==> src/hw/rtl/aopb_pkg.sv <==
// Package for the alpha-over pixel blender: component widths, item structs,
// register indexes and field/component conversion helpers. No dependencies.
package aopb_pkg;

    localparam int COMP_BITS  = 8;
    localparam int FIELD_W    = 8;
    localparam int WIDE_W     = 2 * COMP_BITS;
    localparam int NUM_W      = 3 * COMP_BITS;
    localparam int PIPE_DEPTH = COMP_BITS + 3;
    localparam int CFG_IDX_W  = 2;

    typedef logic [COMP_BITS-1:0] t_comp;
    typedef logic [WIDE_W-1:0]    t_wide;
    typedef logic [NUM_W-1:0]     t_num;
    typedef logic [FIELD_W-1:0]   t_field;
    typedef logic [CFG_IDX_W-1:0] t_cfg_idx;

    localparam t_wide COMP_MAX = t_wide'((64'd1 << COMP_BITS) - 64'd1);

    localparam t_cfg_idx CFG_BLEND_ENABLE     = t_cfg_idx'(0);
    localparam t_cfg_idx CFG_THREE_COMPONENTS = t_cfg_idx'(1);

    typedef struct packed {
        t_field src_x;
        t_field src_y;
        t_field src_z;
        t_field src_a;
        t_field dst_x;
        t_field dst_y;
        t_field dst_z;
        t_field dst_a;
    } t_in;

    typedef struct packed {
        t_field out_x;
        t_field out_y;
        t_field out_z;
        t_field out_a;
    } t_out;

    typedef struct packed {
        t_wide wi;
        t_wide wo;
        t_wide a;
    } t_wgt;

    typedef struct packed {
        logic blend_enable;
        logic three_components;
    } t_cfg;

    function automatic t_comp to_comp(t_field f);
        logic [FIELD_W+COMP_BITS-1:0] w;
        w = {{COMP_BITS{1'b0}}, f};
        return w[COMP_BITS-1:0];
    endfunction

    function automatic t_field to_field(t_comp c);
        logic [FIELD_W+COMP_BITS-1:0] w;
        w = {{FIELD_W{1'b0}}, c};
        return w[FIELD_W-1:0];
    endfunction

endpackage

==> src/hw/rtl/aopb_weight.sv <==
// Weight stage: source/destination weights and combined alpha, registered.
// Depends on aopb_pkg.
module aopb_weight (
    input  logic          i_clk,
    input  aopb_pkg::t_in i_data,
    output aopb_pkg::t_wgt o_wgt
);

    aopb_pkg::t_wgt r_wgt;
    aopb_pkg::t_wgt n_wgt;

    always_comb begin
        aopb_pkg::t_comp sa;
        aopb_pkg::t_comp da;
        aopb_pkg::t_comp inv;
        sa  = aopb_pkg::to_comp(i_data.src_a);
        da  = aopb_pkg::to_comp(i_data.dst_a);
        inv = aopb_pkg::COMP_MAX[aopb_pkg::COMP_BITS-1:0] - sa;
        n_wgt.wi = aopb_pkg::t_wide'(sa) * aopb_pkg::COMP_MAX;
        n_wgt.wo = aopb_pkg::t_wide'(da) * aopb_pkg::t_wide'(inv);
        n_wgt.a  = n_wgt.wi + n_wgt.wo;
    end

    always_ff @(posedge i_clk) begin
        r_wgt <= n_wgt;
    end

    assign o_wgt = r_wgt;

endmodule

==> src/hw/rtl/aopb_lane.sv <==
// One blend lane: weighted products, numerator sum, then a pipelined
// restoring divider giving one quotient bit per stage. Depends on aopb_pkg.
module aopb_lane (
    input  logic             i_clk,
    input  aopb_pkg::t_comp  i_s,
    input  aopb_pkg::t_comp  i_d,
    input  aopb_pkg::t_wgt   i_wgt,
    input  aopb_pkg::t_wide  i_den,
    output aopb_pkg::t_comp  o_q
);

    localparam int CB = aopb_pkg::COMP_BITS;

    aopb_pkg::t_num  r_ps;
    aopb_pkg::t_num  r_pd;
    aopb_pkg::t_wide r_den_p;

    aopb_pkg::t_num  r_rem [0:CB-1];
    aopb_pkg::t_wide r_den [0:CB];
    aopb_pkg::t_comp r_quo [1:CB];

    always_ff @(posedge i_clk) begin
        r_ps     <= aopb_pkg::t_num'(i_s) * aopb_pkg::t_num'(i_wgt.wi);
        r_pd     <= aopb_pkg::t_num'(i_d) * aopb_pkg::t_num'(i_wgt.wo);
        r_den_p  <= i_den;
        r_rem[0] <= r_ps + r_pd;
        r_den[0] <= r_den_p;
    end

    for (genvar i = 0; i < CB; i++) begin : g_div
        localparam int K = CB - 1 - i;
        aopb_pkg::t_num  w_sh;
        aopb_pkg::t_comp w_qin;
        logic            w_ge;

        if (i == 0) begin : g_q0
            assign w_qin = '0;
        end else begin : g_qn
            assign w_qin = r_quo[i];
        end

        assign w_sh = aopb_pkg::t_num'(r_den[i]) << K;
        assign w_ge = r_rem[i] >= w_sh;

        always_ff @(posedge i_clk) begin
            r_den[i+1] <= r_den[i];
            r_quo[i+1] <= w_qin | (w_ge ? aopb_pkg::t_comp'(1) << K : '0);
        end

        if (i < CB - 1) begin : g_rem
            always_ff @(posedge i_clk) begin
                r_rem[i+1] <= w_ge ? r_rem[i] - w_sh : r_rem[i];
            end
        end
    end

    // zero divisor means both alphas were zero
    assign o_q = (r_den[CB] == '0) ? '0 : r_quo[CB];

endmodule

==> src/hw/rtl/aopb_merge.sv <==
// Merge stage: picks lane quotients or pass-through fields per mode and
// registers the result item. Depends on aopb_pkg.
module aopb_merge (
    input  logic            i_clk,
    input  logic            i_rst_n,
    input  logic            i_vld,
    input  aopb_pkg::t_in   i_side,
    input  aopb_pkg::t_cfg  i_cfg,
    input  aopb_pkg::t_comp i_qx,
    input  aopb_pkg::t_comp i_qy,
    input  aopb_pkg::t_comp i_qz,
    input  aopb_pkg::t_comp i_qa,
    output logic            o_valid,
    output aopb_pkg::t_out  o_data
);

    logic           r_valid;
    aopb_pkg::t_out r_out;
    aopb_pkg::t_out n_out;

    always_comb begin
        aopb_pkg::t_comp cx;
        aopb_pkg::t_comp cy;
        aopb_pkg::t_comp cz;
        aopb_pkg::t_comp ca;
        if (i_cfg.blend_enable) begin
            cx = i_qx;
            cy = i_qy;
            cz = i_qz;
            ca = i_qa;
        end else begin
            cx = aopb_pkg::to_comp(i_side.src_x);
            cy = aopb_pkg::to_comp(i_side.src_y);
            cz = aopb_pkg::to_comp(i_side.src_z);
            ca = aopb_pkg::to_comp(i_side.dst_a);
        end
        if (!i_cfg.three_components) begin
            cy = aopb_pkg::to_comp(i_side.dst_y);
            cz = aopb_pkg::to_comp(i_side.dst_z);
        end
        n_out.out_x = aopb_pkg::to_field(cx);
        n_out.out_y = aopb_pkg::to_field(cy);
        n_out.out_z = aopb_pkg::to_field(cz);
        n_out.out_a = aopb_pkg::to_field(ca);
    end

    always_ff @(posedge i_clk) begin
        if (!i_rst_n) begin
            r_valid <= 1'b0;
        end else begin
            r_valid <= i_vld;
        end
        r_out <= n_out;
    end

    assign o_valid = r_valid;
    assign o_data  = r_out;

endmodule

==> src/hw/rtl/alpha_over_pixel_blend_top.sv <==
// Top level of the straight-alpha over pixel blender.
// Depends on aopb_pkg, aopb_weight, aopb_lane, aopb_merge.
//
// Usage:
//   Input channel: drive i_data and raise i_start; the item is taken at a
//   clock edge where i_start is high and o_busy is low. o_busy is high only
//   during reset and the cycle after it, so one item per clock is taken.
//   Output: o_valid marks o_data for one cycle; there is no stall input and
//   results must be taken when shown.
//   Pipeline: from the accepting edge to the result, the registers in order
//   are weights, products, numerator sum, one stage per quotient bit of the
//   divider, and the output register.
//   Throughput: one item per clock; three component lanes run in parallel,
//   each with a fully pipelined divider. Output alpha is the combined alpha
//   over the constant maximum, done by shift-add and delayed to match.
//   Config channel: i_cfg_valid/o_cfg_ready with i_cfg_index and
//   i_cfg_data; index 0 is blend_enable, index 1 is three_components,
//   others are ignored. Write only while no items are in flight.
//   Reset: synchronous, active low; both config bits return to 1 and all
//   items in flight are dropped.
module alpha_over_pixel_blend_top (
    input  logic               i_clk,
    input  logic               i_rst_n,
    input  logic               i_start,
    output logic               o_busy,
    input  aopb_pkg::t_in      i_data,
    output logic               o_valid,
    output aopb_pkg::t_out     o_data,
    input  logic               i_cfg_valid,
    output logic               o_cfg_ready,
    input  aopb_pkg::t_cfg_idx i_cfg_index,
    input  logic               i_cfg_data
);

    localparam int DEPTH = aopb_pkg::PIPE_DEPTH;

    logic                     r_busy;
    logic                     r_cfg_ready;
    aopb_pkg::t_cfg           r_cfg;
    logic [DEPTH-1:0]         r_vld;
    aopb_pkg::t_in            r_side [0:DEPTH-1];
    aopb_pkg::t_comp          r_qa [1:DEPTH-1];
    logic                     w_accept;
    aopb_pkg::t_wgt           w_wgt;
    aopb_pkg::t_wide          w_qa_sum;
    aopb_pkg::t_comp          w_qx;
    aopb_pkg::t_comp          w_qy;
    aopb_pkg::t_comp          w_qz;
    aopb_pkg::t_comp          w_qa;

    assign w_accept = i_start && !r_busy;

    always_ff @(posedge i_clk) begin
        if (!i_rst_n) begin
            r_busy                 <= 1'b1;
            r_cfg_ready            <= 1'b0;
            r_cfg.blend_enable     <= 1'b1;
            r_cfg.three_components <= 1'b1;
            r_vld                  <= '0;
        end else begin
            r_busy      <= 1'b0;
            r_cfg_ready <= 1'b1;
            r_vld       <= {r_vld[DEPTH-2:0], w_accept};
            if (i_cfg_valid && r_cfg_ready) begin
                unique case (i_cfg_index)
                    aopb_pkg::CFG_BLEND_ENABLE:     r_cfg.blend_enable <= i_cfg_data;
                    aopb_pkg::CFG_THREE_COMPONENTS: r_cfg.three_components <= i_cfg_data;
                    default: ;
                endcase
            end
        end
    end

    always_ff @(posedge i_clk) begin
        r_side[0] <= i_data;
        for (int i = 1; i < DEPTH; i++) begin
            r_side[i] <= r_side[i-1];
        end
    end

    aopb_weight u_weight (
        .i_clk  (i_clk),
        .i_data (i_data),
        .o_wgt  (w_wgt)
    );

    aopb_lane u_lane_x (
        .i_clk (i_clk),
        .i_s   (aopb_pkg::to_comp(r_side[0].src_x)),
        .i_d   (aopb_pkg::to_comp(r_side[0].dst_x)),
        .i_wgt (w_wgt),
        .i_den (w_wgt.a),
        .o_q   (w_qx)
    );

    aopb_lane u_lane_y (
        .i_clk (i_clk),
        .i_s   (aopb_pkg::to_comp(r_side[0].src_y)),
        .i_d   (aopb_pkg::to_comp(r_side[0].dst_y)),
        .i_wgt (w_wgt),
        .i_den (w_wgt.a),
        .o_q   (w_qy)
    );

    aopb_lane u_lane_z (
        .i_clk (i_clk),
        .i_s   (aopb_pkg::to_comp(r_side[0].src_z)),
        .i_d   (aopb_pkg::to_comp(r_side[0].dst_z)),
        .i_wgt (w_wgt),
        .i_den (w_wgt.a),
        .o_q   (w_qz)
    );

    // a / M is exact as (a + 1 + (a >> COMP_BITS)) >> COMP_BITS for a <= M*M
    assign w_qa_sum = w_wgt.a + aopb_pkg::t_wide'(1)
                    + (w_wgt.a >> aopb_pkg::COMP_BITS);

    always_ff @(posedge i_clk) begin
        r_qa[1] <= w_qa_sum[aopb_pkg::WIDE_W-1:aopb_pkg::COMP_BITS];
        for (int i = 2; i < DEPTH; i++) begin
            r_qa[i] <= r_qa[i-1];
        end
    end

    assign w_qa = r_qa[DEPTH-1];

    aopb_merge u_merge (
        .i_clk   (i_clk),
        .i_rst_n (i_rst_n),
        .i_vld   (r_vld[DEPTH-1]),
        .i_side  (r_side[DEPTH-1]),
        .i_cfg   (r_cfg),
        .i_qx    (w_qx),
        .i_qy    (w_qy),
        .i_qz    (w_qz),
        .i_qa    (w_qa),
        .o_valid (o_valid),
        .o_data  (o_data)
    );

    assign o_busy      = r_busy;
    assign o_cfg_ready = r_cfg_ready;

`ifndef SYNTHESIS
    a_item_out: assert property (@(posedge i_clk) disable iff (!i_rst_n)
        w_accept |-> ##(DEPTH+1) o_valid)
        else $error("accepted item produced no result");

    a_no_phantom: assert property (@(posedge i_clk) disable iff (!i_rst_n)
        o_valid |-> $past(w_accept, DEPTH+1))
        else $error("result without a matching accepted item");

    a_reset_quiet: assert property (@(posedge i_clk)
        !i_rst_n |=> (!o_valid && o_busy && !o_cfg_ready))
        else $error("outputs active right after reset");
`endif

endmodule

==> config.mk <==
export PLATFORM = sky130hd
export DESIGN_NAME = alpha_over_pixel_blend_top
export DESIGN_NICKNAME = d
export VERILOG_FILES = /design/src/hw/rtl/aopb_pkg.sv /design/src/hw/rtl/aopb_weight.sv /design/src/hw/rtl/aopb_lane.sv /design/src/hw/rtl/aopb_merge.sv /design/src/hw/rtl/alpha_over_pixel_blend_top.sv
export SDC_FILE = /design/constraint.sdc
export NUM_CORES = 2
export LEC_CHECK = 0
export BUFFER_PORTS_ARGS = -buffer_cell sky130_fd_sc_hd__buf_2
export CORE_ASPECT_RATIO = 1.4
export CORE_MARGIN = 5
export CORE_UTILIZATION = 45
export CTS_CLUSTER_DIAMETER = 80
export DETAILED_ROUTE_END_ITERATION = 8
export GPL_TIMING_DRIVEN = 0
export PLACE_DENSITY = 0.59
export REMOVE_ABC_BUFFERS = 1
export SLEW_MARGIN = 20
export SYNTH_ARGS = -nofsm -noshare
export SYNTH_HDL_FRONTEND = slang
export SYNTH_SLANG_ARGS = --single-unit
==> constraint.sdc <==
create_clock -name i_clk -period 5.74 [get_ports i_clk]
set_input_delay 0.287 -clock i_clk [delete_from_list [all_inputs] [get_ports i_clk]]
set_output_delay 0.287 -clock i_clk [all_outputs]
set_load 0.005 [all_outputs]
==> impl_metrics.xml <==
<?xml version="1.0" encoding="UTF-8"?>
<metrics>
  <group name="route">
    <metric name="first_iteration_detailed_routing_drc_count" unit="">3035</metric>
    <metric name="first_pass_iters" unit="">6</metric>
    <metric name="viasPerCell" unit="">5.216</metric>
    <metric name="drt_wl_total" unit="um">221800</metric>
    <metric name="drt-wirelength-per-cell" unit="um">19.22</metric>
    <metric name="num_vias" unit="">60190</metric>
    <metric name="antenna_left" unit="">0</metric>
    <metric name="route.detailed.drc" unit="">0</metric>
  </group>
  <group name="finish">
    <metric name="design.final.nets" unit="">10370</metric>
    <metric name="mostFrequentLayoutCell" unit="">sky130_fd_sc_hd__dfxtp_1</metric>
    <metric name="flow.area_growth_from_synthesis" unit="%">11.36</metric>
    <metric name="final_layout_size_suffix_gt1_share" unit="%">6.659</metric>
    <metric name="fillCellCount" unit="">17610</metric>
    <metric name="mostFrequentLayoutCells" unit="">sky130_fd_sc_hd__dfxtp_1, sky130_fd_sc_hd__inv_1, sky130_fd_sc_hd__ha_1</metric>
  </group>
  <group name="grt">
    <metric name="grt_max_degree" unit="">36</metric>
    <metric name="overflow" unit="">0</metric>
    <metric name="globalRouteTotalUtil" unit="%">21.68</metric>
    <metric name="first_global_vias" unit="">62560</metric>
    <metric name="grt_pass1_wl" unit="um">346500</metric>
    <metric name="antenna_found_initial" unit="">8</metric>
  </group>
  <group name="min_path">
    <metric name="timing.hold.worst.class" unit="">in2reg</metric>
  </group>
  <group name="synthesis">
    <metric name="syn-mean-instance-area" unit="sq um">10.00</metric>
    <metric name="flip_flop_cell_with_the_highest_count_after_synthesis" unit="">sky130_fd_sc_hd__dfxtp_1</metric>
    <metric name="synthCells" unit="">8732</metric>
    <metric name="async_reset_ff_share" unit="%">0</metric>
    <metric name="ys_seq_area_share" unit="%">38.96</metric>
    <metric name="number_of_enable_flip_flop_cells_after_synthesis" unit="">0</metric>
    <metric name="synth_area" unit="sq um">87360</metric>
    <metric name="synthesis.yosys.warnings" unit="">0</metric>
    <metric name="synth_cell_type_count" unit="">94</metric>
    <metric name="postSynthRegisterBits" unit="">1700</metric>
  </group>
  <group name="timing">
    <metric name="timing.final.max_slew_violations" unit="">0</metric>
    <metric name="max_slew_margin" unit="%">25.73</metric>
    <metric name="period_needed" unit="ns">5.468</metric>
    <metric name="layout_worst_path_cycle_share" unit="%">95.26</metric>
    <metric name="fin_worst_skew" unit="ns">0.1031</metric>
    <metric name="setup_violations" unit="">0</metric>
    <metric name="timing.fmax" unit="GHz">0.1829</metric>
    <metric name="holdWs" unit="ns">0.06542</metric>
    <metric name="worst_slew_pin_slew" unit="ns">1.113</metric>
    <metric name="rsz_0062_raised_after_global_routing" unit="">false</metric>
    <metric name="hold_viol_final" unit="">0</metric>
  </group>
  <group name="clock_tree">
    <metric name="cts_max_level" unit="">4</metric>
    <metric name="cts_num_sinks" unit="">1700</metric>
    <metric name="insertion_delay" unit="ns">0.85</metric>
    <metric name="cts_tree" unit="">yes</metric>
    <metric name="cts_inserted_buffers" unit="">174</metric>
    <metric name="clockBufferDepth" unit="">4</metric>
    <metric name="cts.reportedPaths.clkPinSlew" unit="ns">0.06</metric>
    <metric name="cts_root_buffer" unit="">sky130_fd_sc_hd__clkbuf_16</metric>
  </group>
  <group name="critical_path">
    <metric name="criticalPathCategory" unit="">reg2reg</metric>
    <metric name="slowest_cp_cell" unit="">sky130_fd_sc_hd__dfxtp_2</metric>
    <metric name="critPathTopFamily" unit="">adder cells</metric>
    <metric name="path_cells" unit="">and2_1, fa_1, inv_1, fa_1, fa_1, fa_1, inv_1, ha_1, a211o_1, nor4_1, nor2_1, a41o_1, a41o_1, nor2b_1, or4_1, a21oi_2, xnor2_1</metric>
    <metric name="arrival" unit="ns">6.20</metric>
    <metric name="critPathBufInv" unit="">2</metric>
    <metric name="max_stage_delay" unit="ns">0.80</metric>
    <metric name="setup.worst_path.end_class" unit="">flip-flop</metric>
    <metric name="worst_setup_path_start_kind" unit="">flip-flop</metric>
    <metric name="crit_top_cell" unit="">sky130_fd_sc_hd__fa_1</metric>
    <metric name="crit_required" unit="ns">6.47</metric>
    <metric name="worstPathMaxFanout" unit="">24</metric>
  </group>
  <group name="floorplan">
    <metric name="floorplan.rows" unit="">191</metric>
    <metric name="floorplan.die_area" unit="sq um">203200</metric>
    <metric name="io_pins" unit="">106</metric>
    <metric name="die_h" unit="um">531.3</metric>
    <metric name="dieWidth" unit="um">382.4</metric>
    <metric name="floorplan.core_area" unit="sq um">193300</metric>
    <metric name="initial_cell_density_of_the_core" unit="%">45.19</metric>
  </group>
  <group name="placement">
    <metric name="place.gp.congestion" unit="">0.9440</metric>
    <metric name="dp.final_hpwl" unit="um">175800</metric>
    <metric name="numPortBuffers" unit="">105</metric>
  </group>
  <group name="outcome">
    <metric name="status" unit="">complete, no violations</metric>
  </group>
  <group name="job">
    <metric name="drv.max_cap_violation_count" unit="">0</metric>
  </group>
</metrics>
-- final timing paths --
kind / startpoint / end / slack (ns) / depth (start not counted)
hold reg to reg: u_lane_z.r_quo[1][22]$_DFF_P_ / u_lane_z.r_quo[1][30]$_DFF_P_ / 0.28 / 0
setup reg to reg: u_weight.o_wgt[41]$_DFF_P_ / u_lane_z.r_ps[22]$_DFF_P_ / 0.27 / 17
hold / removal: i_data[57] / r_side[0][57]$_DFF_P_ / 0.07 / 2
setup / recovery: u_weight.o_wgt[41]$_DFF_P_ / u_lane_z.r_ps[22]$_DFF_P_ / 0.27 / 17
-- synth_stat cells, drive strengths merged (34+ instances only) --
master	number	area share (%)
dfxtp	1700	39
inv	881	3.8
ha	809	12
nand2	765	3.3
fa	595	14
a21oi	508	2.9
nor2	452	1.9
and2	375	2.7
o21ai	360	2.1
xnor2	331	3.3
xor2	204	2.0
clkbuf	169	0.73
a21o	164	1.4
nor2b	144	1.0
nor3	118	0.68
nand3	103	0.59
nand2b	97	0.69
o21a	77	0.66
mux2	68	0.89
nand4	64	0.46
nor4	55	0.40
a211oi	48	0.41
a31oi	48	0.34
or3	48	0.34
o21bai	47	0.40
o211ai	34	0.30
-- worst register-to-register path: cells and delay by family, from the launching register on --
family	cells	cell delay, ns
adders and majority gates	5	2.09
DFF	1	0.80
buffers and inverters	2	0.13
AOI/OAI and AO/OA	4	1.06
xor gates and xnor gates	1	0.12
and+or+nand+nor	5	1.16
-- stage by stage --
step	setup slack, ns	util [%]	instances	setup TNS (ns)	cell area (sq um)
floorplan	0.6755	-	8535	0	86580
global placement	-0.9855	46.68	11150	-17.63	90250
detailed placement	-0.1408	46.84	11160	-0.3752	90560
CTS	0.02741	50.26	11530	0	97170
global route	0.004375	50.32	11540	0	97280
finish	0.2722	50.32	11540	0	97290
-- state kept, by name (all words and copies together) (netlist names), 11 cells and up --
signal / flops
r_vld: 11
r_qa: 80
u_lane_x.r_pd: 24
u_weight.o_wgt: 47
u_lane_z.r_ps: 24
u_merge.o_data: 32
u_lane_x.r_quo: 36
u_lane_y.r_ps: 24
u_lane_x.r_ps: 24
r_side: 537
u_lane_z.r_rem: 192
u_lane_z.r_den_p: 16
u_lane_z.r_quo: 36
u_lane_x.r_den: 75
u_lane_z.r_pd: 24
u_lane_y.r_rem: 192
u_lane_y.r_pd: 24
u_lane_x.r_rem: 192
u_lane_y.r_den: 61
u_lane_y.r_quo: 36
-- cell type report --
type	instances	area, sq um	share of cell area [%]
multi-input combinational	5952	49350	50.72
sequential	1700	34150	35.11
clock buffer	225	4827	4.962
inverter	883	3316	3.408
tap	2509	3139	3.227
timing repair buffer	184	1373	1.411
clock inverter	81	1124	1.155
antenna	5	12.51	0.01286
-- what timing repair did --
| action | 4_1_cts | 5_1_grt |
|---|---|---|
| gates resized for setup | 1 | 46 |
| pin swaps | 0 | 0 |
| endpoints found under the setup margin | 4 | 15 |
| hold endpoints to repair | 75 | 0 |
| hold buffers | 66 | 0 |
| buffers inserted | 0 | 0 |
-- layer usage --
layer	vias up	track usage (%)	routed length, um
met1	28920	22.43	80520
met5	-	0	12
met3	547	2.568	7071
met2	1228	40.85	116400
met4	2	14.35	17810
li1	29490	-	-
-- logic make-up after synthesis --
family | after synthesis | synth area share (%)
xor gates and xnor gates | 535 | 5.364
muxes | 91 | 1.157
adders and majority gates | 1404 | 25.22
AOI/OAI and AO/OA | 1554 | 11.23
DFF | 1700 | 38.96
buffers and inverters | 1080 | 4.685
other | 1 | 0.004292
and+or+nand+nor | 2367 | 13.39
Power is left out: the tool's default activity adds up to more than one toggle a clock period on the data nets, which glitch-free logic cannot reach.
